`src/sv/thread_id_allocator_map_unit_macros.svh`:
```
// ----------------------------------------------------------------------------
// thread id allocator assertion macros
// shorthand for the concurrent checks used at the top level
// ----------------------------------------------------------------------------
`ifndef THREAD_ID_ALLOCATOR_MAP_UNIT_MACROS_SVH
`define THREAD_ID_ALLOCATOR_MAP_UNIT_MACROS_SVH

// same-cycle implication, clocked on clk, off while rst_n is low
`define TIDAM_ASSERT_NOW(lbl, ante, cons, msg) \
  lbl: assert property (@(posedge clk) disable iff (!rst_n) (ante) |-> (cons)) \
    else $error(msg);

// next-cycle implication, clocked on clk, off while rst_n is low
`define TIDAM_ASSERT_NEXT(lbl, ante, cons, msg) \
  lbl: assert property (@(posedge clk) disable iff (!rst_n) (ante) |=> (cons)) \
    else $error(msg);

`endif

```
`src/sv/tidam_pkg.sv`:
```
`timescale 1ns / 1ps
// ----------------------------------------------------------------------------
// tidam_pkg
// shared types, codes and defaults of the thread id allocator
// ----------------------------------------------------------------------------
package tidam_pkg;

  // default sizes
  localparam int TABLE_DEPTH_DEF = 64;
  localparam int FREE_DEPTH_DEF  = 64;
  localparam int ID_BITS_DEF     = 16;

  // fixed field widths
  localparam int OP_W     = 3;
  localparam int GID_W    = 16;
  localparam int HANDLE_W = 32;
  localparam int STAT_W   = 3;

  // reset value of the first recyclable id
  localparam logic [GID_W-1:0] FDI_RESET = 16'd64;

  // operation codes
  localparam logic [OP_W-1:0] OP_ALLOC    = 3'd0;
  localparam logic [OP_W-1:0] OP_ALLOC_ID = 3'd1;
  localparam logic [OP_W-1:0] OP_LOOKUP   = 3'd2;
  localparam logic [OP_W-1:0] OP_FREE     = 3'd3;
  localparam logic [OP_W-1:0] OP_READ_CTR = 3'd4;

  // status codes
  localparam logic [STAT_W-1:0] STS_OK         = 3'd0;
  localparam logic [STAT_W-1:0] STS_NOT_FOUND  = 3'd1;
  localparam logic [STAT_W-1:0] STS_DUPLICATE  = 3'd2;
  localparam logic [STAT_W-1:0] STS_TABLE_FULL = 3'd3;
  localparam logic [STAT_W-1:0] STS_EXHAUSTED  = 3'd4;
  localparam logic [STAT_W-1:0] STS_STACK_FULL = 3'd5;

  // controller states
  typedef enum logic [2:0] {
    S_CLEAR,
    S_IDLE,
    S_POP,
    S_SCAN,
    S_DONE
  } state_t;

  // controller to datapath commands
  typedef struct packed {
    logic accept;
    logic clear_wr;
    logic pop_rd;
    logic scan_step;
    logic finish;
  } ctrl_cmd_t;

  // datapath to controller status
  typedef struct packed {
    logic in_pop;
    logic in_scan;
    logic clear_last;
    logic scan_last;
  } dp_sts_t;

endpackage

```
`src/sv/thread_id_allocator_map_unit.sv`:
```
`timescale 1ns / 1ps
// sequence: accept, a pop of the free stack when allocate recycles an id, a walk over every
// table entry for allocate, lookup and free, then completion and the registered result
// throughput: a new transaction is taken only once the last one is done; the walk over the
// entry ram's single read port sets the pace. busy is low again in the cycle that out_valid is shown
// reset: synchronous on rst_n low, then a clearing pass over every entry of the
// entry ram with busy high; configuration writes are taken during it
// ----------------------------------------------------------------------------
// thread_id_allocator_map_unit
// thread id allocator with lifo free list and id to task handle map
// ----------------------------------------------------------------------------
`include "thread_id_allocator_map_unit_macros.svh"

module thread_id_allocator_map_unit #(
  parameter int TABLE_DEPTH = tidam_pkg::TABLE_DEPTH_DEF,
  parameter int FREE_DEPTH  = tidam_pkg::FREE_DEPTH_DEF,
  parameter int ID_BITS     = tidam_pkg::ID_BITS_DEF
) (
  input  logic                            clk,
  input  logic                            rst_n,
  input  logic                            start,
  output logic                            busy,
  input  logic [tidam_pkg::OP_W-1:0]      in_operation,
  input  logic [tidam_pkg::GID_W-1:0]     in_given_id,
  input  logic [tidam_pkg::HANDLE_W-1:0]  in_task_handle,
  input  logic                            cfg_wr_en,
  input  logic [tidam_pkg::GID_W-1:0]     cfg_wr_data,
  output logic                            out_valid,
  output logic [tidam_pkg::GID_W-1:0]     out_result_id,
  output logic [tidam_pkg::HANDLE_W-1:0]  out_found_handle,
  output logic [tidam_pkg::STAT_W-1:0]    out_status
);

  tidam_pkg::ctrl_cmd_t cmd;
  tidam_pkg::dp_sts_t   sts;

  // sequencer
  tidam_ctrl u_ctrl (
    .clk   (clk),
    .rst_n (rst_n),
    .start (start),
    .sts   (sts),
    .cmd   (cmd),
    .busy  (busy)
  );

  // storage and search datapath
  tidam_dp #(
    .TABLE_DEPTH (TABLE_DEPTH),
    .FREE_DEPTH  (FREE_DEPTH),
    .ID_BITS     (ID_BITS)
  ) u_dp (
    .clk              (clk),
    .rst_n            (rst_n),
    .cmd              (cmd),
    .sts              (sts),
    .in_operation     (in_operation),
    .in_given_id      (in_given_id),
    .in_task_handle   (in_task_handle),
    .cfg_wr_en        (cfg_wr_en),
    .cfg_wr_data      (cfg_wr_data),
    .out_valid        (out_valid),
    .out_result_id    (out_result_id),
    .out_found_handle (out_found_handle),
    .out_status       (out_status)
  );

  // checks
  `TIDAM_ASSERT_NEXT(a_accept_busy, start && !busy, busy, "accepted transaction did not raise busy")
  `TIDAM_ASSERT_NEXT(a_strobe_single, out_valid, !out_valid, "result strobe longer than one cycle")
  `TIDAM_ASSERT_NOW(a_result_idle, out_valid, !busy, "result shown while the block is busy")
  `TIDAM_ASSERT_NOW(a_status_range, out_valid, out_status <= tidam_pkg::STS_STACK_FULL, "status code out of range")

endmodule

```
`src/sv/tidam_ram.sv`:
```
`timescale 1ns / 1ps
// ----------------------------------------------------------------------------
// tidam_ram
// generic single write port, single read port ram with registered read
// ----------------------------------------------------------------------------
module tidam_ram #(
  parameter int WIDTH = tidam_pkg::ID_BITS_DEF,
  parameter int DEPTH = tidam_pkg::TABLE_DEPTH_DEF,
  localparam int AW   = $clog2(DEPTH)
) (
  input  logic             clk,
  input  logic             we,
  input  logic [AW-1:0]    waddr,
  input  logic [WIDTH-1:0] wdata,
  input  logic             re,
  input  logic [AW-1:0]    raddr,
  output logic [WIDTH-1:0] rdata
);

  logic [WIDTH-1:0] mem [DEPTH];
  logic [WIDTH-1:0] rdata_r;

  // write port
  always_ff @(posedge clk) begin
    if (we) begin
      mem[waddr] <= wdata;
    end
  end

  // registered read port, holds when not enabled
  always_ff @(posedge clk) begin
    if (re) begin
      rdata_r <= mem[raddr];
    end
  end

  assign rdata = rdata_r;

endmodule

```
`src/sv/tidam_ctrl.sv`:
```
`timescale 1ns / 1ps
// ----------------------------------------------------------------------------
// tidam_ctrl
// sequencer: clearing pass, free stack pop, table walk and completion
// ----------------------------------------------------------------------------
module tidam_ctrl (
  input  logic                  clk,
  input  logic                  rst_n,
  input  logic                  start,
  input  tidam_pkg::dp_sts_t    sts,
  output tidam_pkg::ctrl_cmd_t  cmd,
  output logic                  busy
);

  tidam_pkg::state_t state_r, state_nxt;

  // state register, clearing pass after reset
  always_ff @(posedge clk) begin
    if (!rst_n) begin
      state_r <= tidam_pkg::S_CLEAR;
    end else begin
      state_r <= state_nxt;
    end
  end

  // next state and commands
  always_comb begin
    state_nxt = state_r;
    cmd       = '0;
    busy      = 1'b1;
    unique case (state_r)
      tidam_pkg::S_CLEAR: begin
        cmd.clear_wr = 1'b1;
        if (sts.clear_last) begin
          state_nxt = tidam_pkg::S_IDLE;
        end
      end
      tidam_pkg::S_IDLE: begin
        busy = 1'b0;
        if (start) begin
          cmd.accept = 1'b1;
          if (sts.in_pop) begin
            state_nxt = tidam_pkg::S_POP;
          end else if (sts.in_scan) begin
            state_nxt = tidam_pkg::S_SCAN;
          end else begin
            state_nxt = tidam_pkg::S_DONE;
          end
        end
      end
      tidam_pkg::S_POP: begin
        cmd.pop_rd = 1'b1;
        state_nxt  = tidam_pkg::S_SCAN;
      end
      tidam_pkg::S_SCAN: begin
        cmd.scan_step = 1'b1;
        if (sts.scan_last) begin
          state_nxt = tidam_pkg::S_DONE;
        end
      end
      tidam_pkg::S_DONE: begin
        cmd.finish = 1'b1;
        state_nxt  = tidam_pkg::S_IDLE;
      end
      default: begin
        state_nxt = tidam_pkg::S_IDLE;
      end
    endcase
  end

endmodule

```
`src/sv/tidam_dp.sv`:
```
`timescale 1ns / 1ps
// ----------------------------------------------------------------------------
// tidam_dp
// datapath: entry table and free stack rams, id counter, search and update
// ----------------------------------------------------------------------------
module tidam_dp #(
  parameter int TABLE_DEPTH = tidam_pkg::TABLE_DEPTH_DEF,
  parameter int FREE_DEPTH  = tidam_pkg::FREE_DEPTH_DEF,
  parameter int ID_BITS     = tidam_pkg::ID_BITS_DEF
) (
  input  logic                             clk,
  input  logic                             rst_n,
  input  tidam_pkg::ctrl_cmd_t             cmd,
  output tidam_pkg::dp_sts_t               sts,
  input  logic [tidam_pkg::OP_W-1:0]       in_operation,
  input  logic [tidam_pkg::GID_W-1:0]      in_given_id,
  input  logic [tidam_pkg::HANDLE_W-1:0]   in_task_handle,
  input  logic                             cfg_wr_en,
  input  logic [tidam_pkg::GID_W-1:0]      cfg_wr_data,
  output logic                             out_valid,
  output logic [tidam_pkg::GID_W-1:0]      out_result_id,
  output logic [tidam_pkg::HANDLE_W-1:0]   out_found_handle,
  output logic [tidam_pkg::STAT_W-1:0]     out_status
);

  localparam int HW    = tidam_pkg::HANDLE_W;
  localparam int IDX_W = $clog2(TABLE_DEPTH);
  localparam int CNT_W = $clog2(TABLE_DEPTH + 1);
  localparam int SA_W  = $clog2(FREE_DEPTH);
  localparam int SC_W  = $clog2(FREE_DEPTH + 1);
  localparam int EW    = 1 + ID_BITS + HW;
  localparam logic [31:0] FDI_RST32 = 32'(tidam_pkg::FDI_RESET);

  // latched transaction and search state
  logic [tidam_pkg::OP_W-1:0] op_r;
  logic [ID_BITS-1:0]         gid_r;
  logic [HW-1:0]              handle_r;
  logic [CNT_W-1:0]           scan_cnt_r;
  logic                       hit_r;
  logic [IDX_W-1:0]           hit_idx_r;
  logic [HW-1:0]              hit_handle_r;
  logic                       free_r;
  logic [IDX_W-1:0]           free_idx_r;

  // architectural state
  logic [ID_BITS-1:0]         fdi_r;
  logic [ID_BITS-1:0]         ctr_r, ctr_nxt;
  logic [SC_W-1:0]            stk_cnt_r, stk_cnt_nxt;

  // result registers
  logic                       out_valid_r;
  logic [tidam_pkg::GID_W-1:0]   rid_out_r;
  logic [HW-1:0]              fh_out_r;
  logic [tidam_pkg::STAT_W-1:0]  st_out_r;

  // ram ports
  logic             ent_we, ent_re;
  logic [IDX_W-1:0] ent_waddr, ent_raddr;
  logic [EW-1:0]    ent_wdata, ent_rdata;
  logic             stk_we;
  logic [SA_W-1:0]  stk_waddr, stk_raddr;
  logic [ID_BITS-1:0] stk_wdata, stk_rdata;

  // combinational helpers
  logic [31:0]        gid_ext, cfg_ext, rid_ext;
  logic [ID_BITS-1:0] gid_in, cfg_id, key;
  logic [SC_W-1:0]    stk_top;
  logic [CNT_W-1:0]   eval_cnt;
  logic [IDX_W-1:0]   eval_idx;
  logic               e_valid;
  logic [ID_BITS-1:0] e_id;
  logic [HW-1:0]      e_handle;
  logic               eval_en;
  logic               stk_empty;
  logic [ID_BITS-1:0] rid_c;
  logic [HW-1:0]      fh_c;
  logic [tidam_pkg::STAT_W-1:0] st_c;
  logic               done_we;
  logic [IDX_W-1:0]   done_waddr;
  logic [EW-1:0]      done_wdata;

  // ids are taken modulo 2^ID_BITS
  assign gid_ext = {16'd0, in_given_id};
  assign cfg_ext = {16'd0, cfg_wr_data};
  assign gid_in  = gid_ext[ID_BITS-1:0];
  assign cfg_id  = cfg_ext[ID_BITS-1:0];

  // status towards the controller
  always_comb begin
    sts.in_pop     = (in_operation == tidam_pkg::OP_ALLOC) && (stk_cnt_r != '0);
    sts.in_scan    = 1'b0;
    unique case (in_operation) inside
      tidam_pkg::OP_ALLOC, tidam_pkg::OP_ALLOC_ID,
      tidam_pkg::OP_LOOKUP, tidam_pkg::OP_FREE: sts.in_scan = 1'b1;
      default: sts.in_scan = 1'b0;
    endcase
    sts.clear_last = (scan_cnt_r == CNT_W'(TABLE_DEPTH - 1));
    sts.scan_last  = (scan_cnt_r == CNT_W'(TABLE_DEPTH));
  end

  assign stk_empty = (stk_cnt_r == '0);
  assign stk_top   = stk_cnt_r - SC_W'(1);
  assign stk_raddr = stk_top[SA_W-1:0];

  // search key: recycled id, counter, or the given id
  assign key = (op_r == tidam_pkg::OP_ALLOC) ? (stk_empty ? ctr_r : stk_rdata) : gid_r;

  // table walk: read issued at scan_cnt, data checked in the following cycle
  assign ent_re    = cmd.scan_step && (scan_cnt_r < CNT_W'(TABLE_DEPTH));
  assign ent_raddr = scan_cnt_r[IDX_W-1:0];
  assign eval_en   = cmd.scan_step && (scan_cnt_r != '0);
  assign eval_cnt  = scan_cnt_r - CNT_W'(1);
  assign eval_idx  = eval_cnt[IDX_W-1:0];
  assign e_valid   = ent_rdata[EW-1];
  assign e_id      = ent_rdata[HW +: ID_BITS];
  assign e_handle  = ent_rdata[HW-1:0];

  // transaction latch, walk counter and search results
  always_ff @(posedge clk) begin
    if (!rst_n) begin
      scan_cnt_r <= '0;
      hit_r      <= 1'b0;
      free_r     <= 1'b0;
    end else if (cmd.accept) begin
      scan_cnt_r <= '0;
      hit_r      <= 1'b0;
      free_r     <= 1'b0;
    end else if (cmd.clear_wr) begin
      scan_cnt_r <= scan_cnt_r + CNT_W'(1);
    end else if (cmd.scan_step) begin
      scan_cnt_r <= scan_cnt_r + CNT_W'(1);
      if (eval_en && e_valid && (e_id == key) && !hit_r) begin
        hit_r <= 1'b1;
      end
      if (eval_en && !e_valid && !free_r) begin
        free_r <= 1'b1;
      end
    end
  end

  always_ff @(posedge clk) begin
    if (cmd.accept) begin
      op_r     <= in_operation;
      gid_r    <= gid_in;
      handle_r <= in_task_handle;
    end
    if (eval_en && e_valid && (e_id == key) && !hit_r) begin
      hit_idx_r    <= eval_idx;
      hit_handle_r <= e_handle;
    end
    if (eval_en && !e_valid && !free_r) begin
      free_idx_r <= eval_idx;
    end
  end

  // completion: result and state updates
  always_comb begin
    rid_c       = '0;
    fh_c        = '0;
    st_c        = tidam_pkg::STS_OK;
    done_we     = 1'b0;
    done_waddr  = free_idx_r;
    done_wdata  = {1'b1, key, handle_r};
    stk_we      = 1'b0;
    stk_waddr   = stk_cnt_r[SA_W-1:0];
    stk_wdata   = gid_r;
    ctr_nxt     = ctr_r;
    stk_cnt_nxt = stk_cnt_r;
    unique case (op_r)
      tidam_pkg::OP_ALLOC: begin
        if (!free_r) begin
          st_c = tidam_pkg::STS_TABLE_FULL;
        end else if (stk_empty && (ctr_r == '1)) begin
          st_c = tidam_pkg::STS_EXHAUSTED;
        end else begin
          rid_c = key;
          if (stk_empty) begin
            ctr_nxt = ctr_r + ID_BITS'(1);
          end else begin
            stk_cnt_nxt = stk_top;
          end
          if (hit_r) begin
            st_c = tidam_pkg::STS_DUPLICATE;
          end else begin
            done_we = 1'b1;
          end
        end
      end
      tidam_pkg::OP_ALLOC_ID: begin
        rid_c = gid_r;
        if (hit_r) begin
          st_c = tidam_pkg::STS_DUPLICATE;
        end else if (!free_r) begin
          st_c = tidam_pkg::STS_TABLE_FULL;
        end else begin
          done_we = 1'b1;
        end
      end
      tidam_pkg::OP_LOOKUP: begin
        rid_c = gid_r;
        if (hit_r) begin
          fh_c = hit_handle_r;
        end else begin
          st_c = tidam_pkg::STS_NOT_FOUND;
        end
      end
      tidam_pkg::OP_FREE: begin
        rid_c = gid_r;
        if (!hit_r) begin
          st_c = tidam_pkg::STS_NOT_FOUND;
        end else begin
          fh_c       = hit_handle_r;
          done_we    = 1'b1;
          done_waddr = hit_idx_r;
          done_wdata = {1'b0, gid_r, handle_r};
          if (gid_r >= fdi_r) begin
            if (stk_cnt_r < SC_W'(FREE_DEPTH)) begin
              stk_we      = 1'b1;
              stk_cnt_nxt = stk_cnt_r + SC_W'(1);
            end else begin
              st_c = tidam_pkg::STS_STACK_FULL;
            end
          end
        end
      end
      tidam_pkg::OP_READ_CTR: begin
        rid_c = ctr_r;
      end
      default: begin
        rid_c = '0;
      end
    endcase
  end

  // entry write port: clearing pass or completion
  always_comb begin
    if (cmd.clear_wr) begin
      ent_we    = 1'b1;
      ent_waddr = scan_cnt_r[IDX_W-1:0];
      ent_wdata = '0;
    end else begin
      ent_we    = cmd.finish && done_we;
      ent_waddr = done_waddr;
      ent_wdata = done_wdata;
    end
  end

  // register, counter and stack depth
  always_ff @(posedge clk) begin
    if (!rst_n) begin
      fdi_r     <= FDI_RST32[ID_BITS-1:0];
      ctr_r     <= FDI_RST32[ID_BITS-1:0];
      stk_cnt_r <= '0;
    end else begin
      if (cfg_wr_en) begin
        fdi_r <= cfg_id;
        ctr_r <= cfg_id;
      end else if (cmd.finish) begin
        ctr_r <= ctr_nxt;
      end
      if (cmd.finish) begin
        stk_cnt_r <= stk_cnt_nxt;
      end
    end
  end

  // result strobe and payload
  assign rid_ext = 32'(rid_c);

  always_ff @(posedge clk) begin
    if (!rst_n) begin
      out_valid_r <= 1'b0;
    end else begin
      out_valid_r <= cmd.finish;
    end
  end

  always_ff @(posedge clk) begin
    if (cmd.finish) begin
      rid_out_r <= rid_ext[tidam_pkg::GID_W-1:0];
      fh_out_r  <= fh_c;
      st_out_r  <= st_c;
    end
  end

  assign out_valid        = out_valid_r;
  assign out_result_id    = rid_out_r;
  assign out_found_handle = fh_out_r;
  assign out_status       = st_out_r;

  // entry table: valid, id and handle per slot
  tidam_ram #(
    .WIDTH (EW),
    .DEPTH (TABLE_DEPTH)
  ) u_entry_ram (
    .clk   (clk),
    .we    (ent_we),
    .waddr (ent_waddr),
    .wdata (ent_wdata),
    .re    (ent_re),
    .raddr (ent_raddr),
    .rdata (ent_rdata)
  );

  // lifo of recycled ids
  tidam_ram #(
    .WIDTH (ID_BITS),
    .DEPTH (FREE_DEPTH)
  ) u_stack_ram (
    .clk   (clk),
    .we    (cmd.finish && stk_we),
    .waddr (stk_waddr),
    .wdata (stk_wdata),
    .re    (cmd.pop_rd),
    .raddr (stk_raddr),
    .rdata (stk_rdata)
  );

endmodule

```
`config.mk`:
```
export PLATFORM = sky130hd
export DESIGN_NAME = thread_id_allocator_map_unit
export DESIGN_NICKNAME = d
export VERILOG_FILES = /design/src/sv/tidam_pkg.sv /design/src/sv/thread_id_allocator_map_unit.sv /design/src/sv/tidam_ram.sv /design/src/sv/tidam_ctrl.sv /design/src/sv/tidam_dp.sv
export VERILOG_INCLUDE_DIRS = /design/src /design/src/sv
export SDC_FILE = /design/constraint.sdc
export NUM_CORES = 2
export LEC_CHECK = 0
export BUFFER_PORTS_ARGS = -buffer_cell sky130_fd_sc_hd__buf_2
export CAP_MARGIN = 20
export CORE_UTILIZATION = 57
export CTS_CLUSTER_DIAMETER = 80
export CTS_CLUSTER_SIZE = 40
export DETAILED_ROUTE_END_ITERATION = 12
export PLACE_DENSITY = 0.77
export SYNTH_ARGS = -nofsm -noshare
export SYNTH_HDL_FRONTEND = slang
export SYNTH_MEMORY_MAX_BITS = 65536
export SYNTH_SLANG_ARGS = --single-unit
```
`constraint.sdc`:
```
create_clock -name clk -period 5.6 [get_ports clk]
set_input_delay 0.56 -clock clk [delete_from_list [all_inputs] [get_ports clk]]
set_output_delay 0.56 -clock clk [all_outputs]
set_load 0.02 [all_outputs]
```
# --- Word level (Yosys, flattened, before mapping) ---
# Memories as Yosys holds them, arrays and structs flattened. A register that Yosys moved wholly into a read port is not among the register bits.
# Cells that the tools add are included.
totals:
  ram_bits: 4160
  elab_cells: 156
  regBits: 198
  memories: 2
  output_inout_bits: 53
  input_bits: 71
memory_table:
  columns: ["memory", "depth", "word_bits", "read_ports", "rd_clocked_by_memory_dff", "write_ports", "line", "source"]
  rows:
  - ["u_dp.u_entry_ram.mem", 64, 49, 1, 1, 1, "tidam_ram.sv:20", "logic [WIDTH-1:0] mem [DEPTH];"]
  - ["u_dp.u_stack_ram.mem", 64, 16, 1, 1, 1, "tidam_ram.sv:20", null]
classes:
  bitwise: 2
  magnitude_cmp: 3
  n_mux: 66
  add_sub_neg: 5
  eq_ne: 25
  n_reduce_logical: 36
ops:
  columns: ["operator", "count"]
  rows:
  - ["16-bit 2-to-1 mux", 10]
  - ["49-bit 2-to-1 mux", 3]
  - ["7-bit 2-to-1 mux", 8]
  - ["16-bit case mux with 3 select lines", 1]
  - ["3-bit 2-to-1 mux", 11]
  - ["1-bit 2-to-1 mux", 24]
  - ["3-bit case mux with 4 select lines", 2]
  - ["3-bit by 2-bit == test with 1-bit output (second input constant)", 6]
  - ["6-bit 2-to-1 mux", 3]
  - ["16-bit by 1-bit adder with 16-bit output (second input constant)", 1]
  - ["16-bit == test", 1]
  - ["16-bit == test (second input constant)", 1]
  - ["16-bit >= comparator", 1]
  - ["7-bit by 1-bit adder with 7-bit output (second input constant)", 2]
  - ["7-bit < comparator (second input constant)", 2]
  - ["7-bit case mux with 2 select lines", 1]
  - ["7-bit nonzero test", 2]
  - ["2-bit != test (second input constant)", 6]
  - ["2-bit nonzero test", 6]
  - ["1-bit logical AND", 11]
  - ["3-bit by 1-bit == test with 1-bit output (second input constant)", 3]
  - ["3-bit logical NOT", 3]
  - ["3-bit AND reduction", 3]
  - ["2-bit by 1-bit != test with 1-bit output (second input constant)", 4]
  - ["other kinds (16)", 22]

# --- Logic depth before layout (Yosys ltp) ---
depth:
  word_depth: 9
  mapped_depth: 15
  ltp_nobuf: 10

# --- Modules after synthesis ---
# From an unflattened synthesis, not the netlist that was laid out.
unflattened:
  hier_cells: 7984
  hier_area_um2: 170205.7
modules_own_cells:
  columns: ["module", "area_each_um2", "seq_area_each_um2", "cells_per_inst", "n_inst"]
  rows:
  - ["tidam_ram at u_dp.u_entry_ram", 120488.1, 95641.7, 5283, 1]
  - ["tidam_ram at u_dp.u_stack_ram", 40202.3, 31230.0, 1829, 1]
  - ["tidam_dp", 9288.9, 5365.1, 844, 1]
  - ["tidam_ctrl", 226.5, 60.1, 28, 1]

# --- Least setup slack after synthesis ---
# OpenSTA, ideal clock, no wires.
synth_timing:
  kind: "register to register"
  startpoint: "reg u_dp.stk_cnt_r[0]"
  endpoint: "mem u_dp.u_entry_ram.mem[0][45] (netlist bit) (data pin)"
  period_less_slack_ps: 5952
  path_buffers: 5
  stages_incl_launch_ff: 12
  t_arrival_ps: 5231
  setup_slack_ps: -352
  setup_time_ps: 721
  t_required_ps: 4879
  cell_sequence: "dfxtp_1 -> clkbuf_1 -> clkbuf_1 -> buf_1 -> inv_1 -> ha_1 -> or3b_4 -> buf_6 -> nor2_1 -> clkbuf_1 -> o21ai_0 -> a211oi_1"
synth_between:
  elab_chain_len: 6
synth_lines:
  columns: ["element", "line", "source"]
  rows:
  - ["from (decl)", "tidam_dp.sv:48", "logic [SC_W-1:0] stk_cnt_r, stk_cnt_nxt;"]
  - ["from (signal assigned)", "tidam_dp.sv:262", "stk_cnt_r <= stk_cnt_nxt;"]
  - ["7-bit logical NOT (*)", "tidam_dp.sv:101", "assign stk_empty = (stk_cnt_r == '0);"]
  - ["16-bit 2-to-1 mux (*) (2 in a row)", "tidam_dp.sv:106", "assign key = (op_r == tidam_pkg::OP_ALLOC) ? (stk_empty ? ctr_r : stk_rdata) : gid_r;"]
  - ["49-bit 2-to-1 mux", "tidam_dp.sv:209", "if (!hit_r) begin"]
  - ["49-bit 2-to-1 mux (*)", "tidam_dp.sv:169", "unique case (op_r)"]
  - ["49-bit 2-to-1 mux (*)", "tidam_dp.sv:237", "if (cmd.clear_wr) begin"]
  - ["via u_dp.ent_wdata[45]", "tidam_dp.sv:59", "logic [EW-1:0] ent_wdata, ent_rdata;"]
  - ["to (decl)", "tidam_ram.sv:20", null]
# Mark *: on every way through the listed nets, which the timed path passes. The rest lies on a longest branch.

# --- Worst setup path in the final report ---
layout_timing:
  startpoint: "reg u_dp.stk_cnt_r[0]"
  endpoint: "reg u_dp.u_stack_ram.rdata_r[14] (netlist: u_dp.u_stack_ram.rdata[14]), read port of u_dp.u_stack_ram.mem (data pin)"
layout_between:
  elab_chain_len: 1
layout_lines:
  columns: ["element", "line", "source"]
  rows:
  - ["7-bit by 1-bit subtractor with 7-bit output", "tidam_dp.sv:102", "assign stk_top = stk_cnt_r - SC_W'(1);"]
  - ["to (decl)", "tidam_ram.sv:21", "logic [WIDTH-1:0] rdata_r;"]
# No other way between the ends.
# A chain may end at the register's enable or synchronous reset.

==> impl_metrics.env <==
export IMPL_clockRootBuffer="clkbuf_16"
export IMPL_drive_above_1_share_pct=29.9
export IMPL_multi_input_area_um2=36300
export IMPL_synth_area_um2=169000
export IMPL_clk_latency_ps=940
export IMPL_final_common_cell="edfxtp_1"
export IMPL_top_layer_used="met5"
export IMPL_fmax_mhz=196
export IMPL_power_per_cell_area_nw_per_um2=295
export IMPL_routed_wl_um=439000
export IMPL_crit_start="u_dp.stk_cnt_r[0]"
export IMPL_wl_met2_um=212000
export IMPL_drv_cap=0
export IMPL_syn_avg_cell_area_um2=24.1
export IMPL_hold_violations=0
export IMPL_synth_edf_count=4371
export IMPL_drc=0
export IMPL_finalSetupViolCount=0
export IMPL_seq_area_um2=132000
export IMPL_required_ps=6230
export IMPL_clkTransAtPathRegs_ps=140
export IMPL_die_y_um=547
export IMPL_fin_crit_ps=5100
export IMPL_maxSlewViolCount=0
export IMPL_io_buffers=123
export IMPL_status="complete, no violations"
export IMPL_synthFlopType="edfxtp_1"
export IMPL_pre_cts_ws_ps=398
export IMPL_clock_path_buffers=4
export IMPL_yosysWarningCount=0
export IMPL_syn_inst=7018
export IMPL_dpl_hpwl_um=240000
export IMPL_yosys_area_share_xor_xnor_pct=0.155
export IMPL_dieArea_um2=299000
export IMPL_flow_area_growth_from_synthesis_pct=8.60
export IMPL_instances_no_fill=11300
export IMPL_finish_net_count=7405
export IMPL_synthAdderAreaFrac_pct=0.163
export IMPL_die_w_um=547
export IMPL_grt_pass1_wl_um=612000
export IMPL_setup_ws_ps=500
export IMPL_drt_iter0_markers=13300
export IMPL_dr_total_vias=80700
export IMPL_grt_pass1_vias=79800
export IMPL_grt_ovfl_total=0
export IMPL_hold_class="input port to register"
export IMPL_min_from="cfg_wr_data[15]"
export IMPL_p_leak_nw=47.2
export IMPL_cts_tree="done"
export IMPL_gr_usage_all_layers_pct=29.4
export IMPL_grt_antenna_before_repair=34
export IMPL_fill_cells=18400
export IMPL_crit_path_top_delay_cell="buf_4"
export IMPL_synth_seq_cells=4423
export IMPL_worstPathArrival_ps=5730
export IMPL_timing_slew_headroom_pct=19.0
export IMPL_clock_sinks=4423
export IMPL_place_congestion=0.907
export IMPL_critPathMaxStageDelay_ps=840
export IMPL_fp_coreArea_um2=295000
export IMPL_synth_simple_area_share_pct=1.52
export IMPL_skew_ps=109
export IMPL_seq_area_frac_synth_pct=78.2
export IMPL_end_kind="register"
export IMPL_wl_met1_um=152000
export IMPL_criticalPathCategory="register to register"
export IMPL_wl_met3_um=53400
export IMPL_grt_max_degree=149
export IMPL_ys_async_sr_fraction_pct=0
export IMPL_rows=199
export IMPL_synthMuxAreaShare_pct=18.2
export IMPL_synth_nets=7111
export IMPL_synth_compound_area_share_pct=0.822
export IMPL_fin_setup_tns_ps=0
export IMPL_place_inst=11000
export IMPL_path_max_fanout=127
export IMPL_cts_buffers=156
export IMPL_r2r_start="u_dp.stk_cnt_r[0]"
export IMPL_wire_per_inst_um=38.7
export IMPL_crit_path_start_kind="register"
export IMPL_ios=124
export IMPL_ys_types=72
export IMPL_synth_top_family_by_area="multiplexers"
export IMPL_firstDrtPassIters=6
export IMPL_timing_final_crit_share_pct=91.1
export IMPL_ant_nets=0
export IMPL_peakVddDrop_mv=0.288
export IMPL_layout_common_cells="4,371 x edfxtp_1, 1,349 x mux4_2, 238 x buf_4"
export IMPL_path_cells="buf_4, buf_4, buf_12, mux4_2, mux4_2, nor2b_1, a211oi_1, a21oi_1"
export IMPL_worst_pin_slew_ps=1220
export IMPL_rsz0062_at_grt="no"
export IMPL_avgViaCountPerCell=7.12
export IMPL_htreeDepth=4
export IMPL_start_util_pct=57.4
[routing by layer]
metal	vias to the layer above	track usage, %
met1	42900	39.8
met2	6381	47.1
met4	24	12.0
met3	964	6.62
li1	30400	-
met5	-	0
[sequential cells by signal (all words and copies together), names as in the netlist, 7 cells and up]
name                    count
u_dp.u_entry_ram.mem     3136
u_dp.u_stack_ram.mem     1024
u_dp.u_entry_ram.rdata     49
u_dp.handle_r              32
u_dp.hit_handle_r          32
u_dp.out_found_handle      32
u_dp.ctr_r                 16
u_dp.fdi_r                 16
u_dp.gid_r                 16
u_dp.out_result_id         16
u_dp.u_stack_ram.rdata     16
u_dp.scan_cnt_r             7
u_dp.stk_cnt_r              7
[cells in the mapped netlist, types with 30 or more instances]
cell,number,area (µm²)
mux4_2,1349,30400
clkbuf_1,241,905
mux2i_1,38,380
nor2b_1,62,388
nand2_1,86,323
a21oi_1,50,250
inv_1,46,173
o21ai_0,55,275
nand3_1,30,150
buf_1,97,364
and2_1,49,307
nor2_1,209,785
edfxtp_1,4371,131000
dfxtp_1,52,1040
[final cells by class]
type	count	share of cell area (%)
Clock inverter	99	0.750
Inverter	47	0.0974
Clock buffer	163	2.19
Timing Repair Buffer	505	2.53
Antenna cell	8	0.0109
Tap cell	3919	2.67
Sequential cell	4423	72.0
Multi-Input combinational cell	2179	19.7
[per-stage QoR]
stage | power, mW | hold slack (ps) | util, % | instance area (µm²)
after global placement | 38.6 | 405 | 60.0 | 177000
after global routing | 55.2 | 52.0 | 62.4 | 184000
after CTS | 54.2 | 25.3 | 62.2 | 183000
final | 54.1 | 65.7 | 62.4 | 184000
after floorplan | 38.1 | 400 | - | 169000
after detailed placement | 38.7 | 405 | 60.2 | 177000
[cell families (layout without fill, tap and decap cells)]
group,count (synthesis),after routing
flops,4423,4423
mux,1387,1387
simple gates,524,524
buf+inv,416,814
compound gates,217,217
xor+xnor,29,29
fa+ha+maj,22,22
other cells,0,8
[power breakdown]
| part | switching [mW] | total [mW] | internal, mW |
|---|---|---|---|
| registers | 0.0864 | 36.0 | 36.0 |
| logic | 1.08 | 1.94 | 0.851 |
| clock network | 10.2 | 16.1 | 5.95 |
[worst paths after layout]
path | to | slack [ps] | cells past startpoint
setup reg to reg | u_dp.u_stack_ram.rdata[14] | 500 | 8
hold reg to reg | u_dp.hit_handle_r[3] | 430 | 0
hold / removal | u_dp.fdi_r[15] | 70 | 4
setup / recovery | u_dp.u_stack_ram.rdata[14] | 500 | 8
[repair_timing]
action	in CTS	in global routing
setup buffers	0	0
hold buffers	61	0
endpoints found under the hold margin	66	0
gates resized for setup	0	0
[worst max-delay path, delay by kind of cell, from the launching register on]
family	cells	cell delay, ps
AOI/OAI and AO/OA	2	750
DFF	1	360
muxes	2	1160
buffers and inverters	3	2140
and+or+nand+nor	1	150
Note: power is estimated with default switching activity, not from simulation.
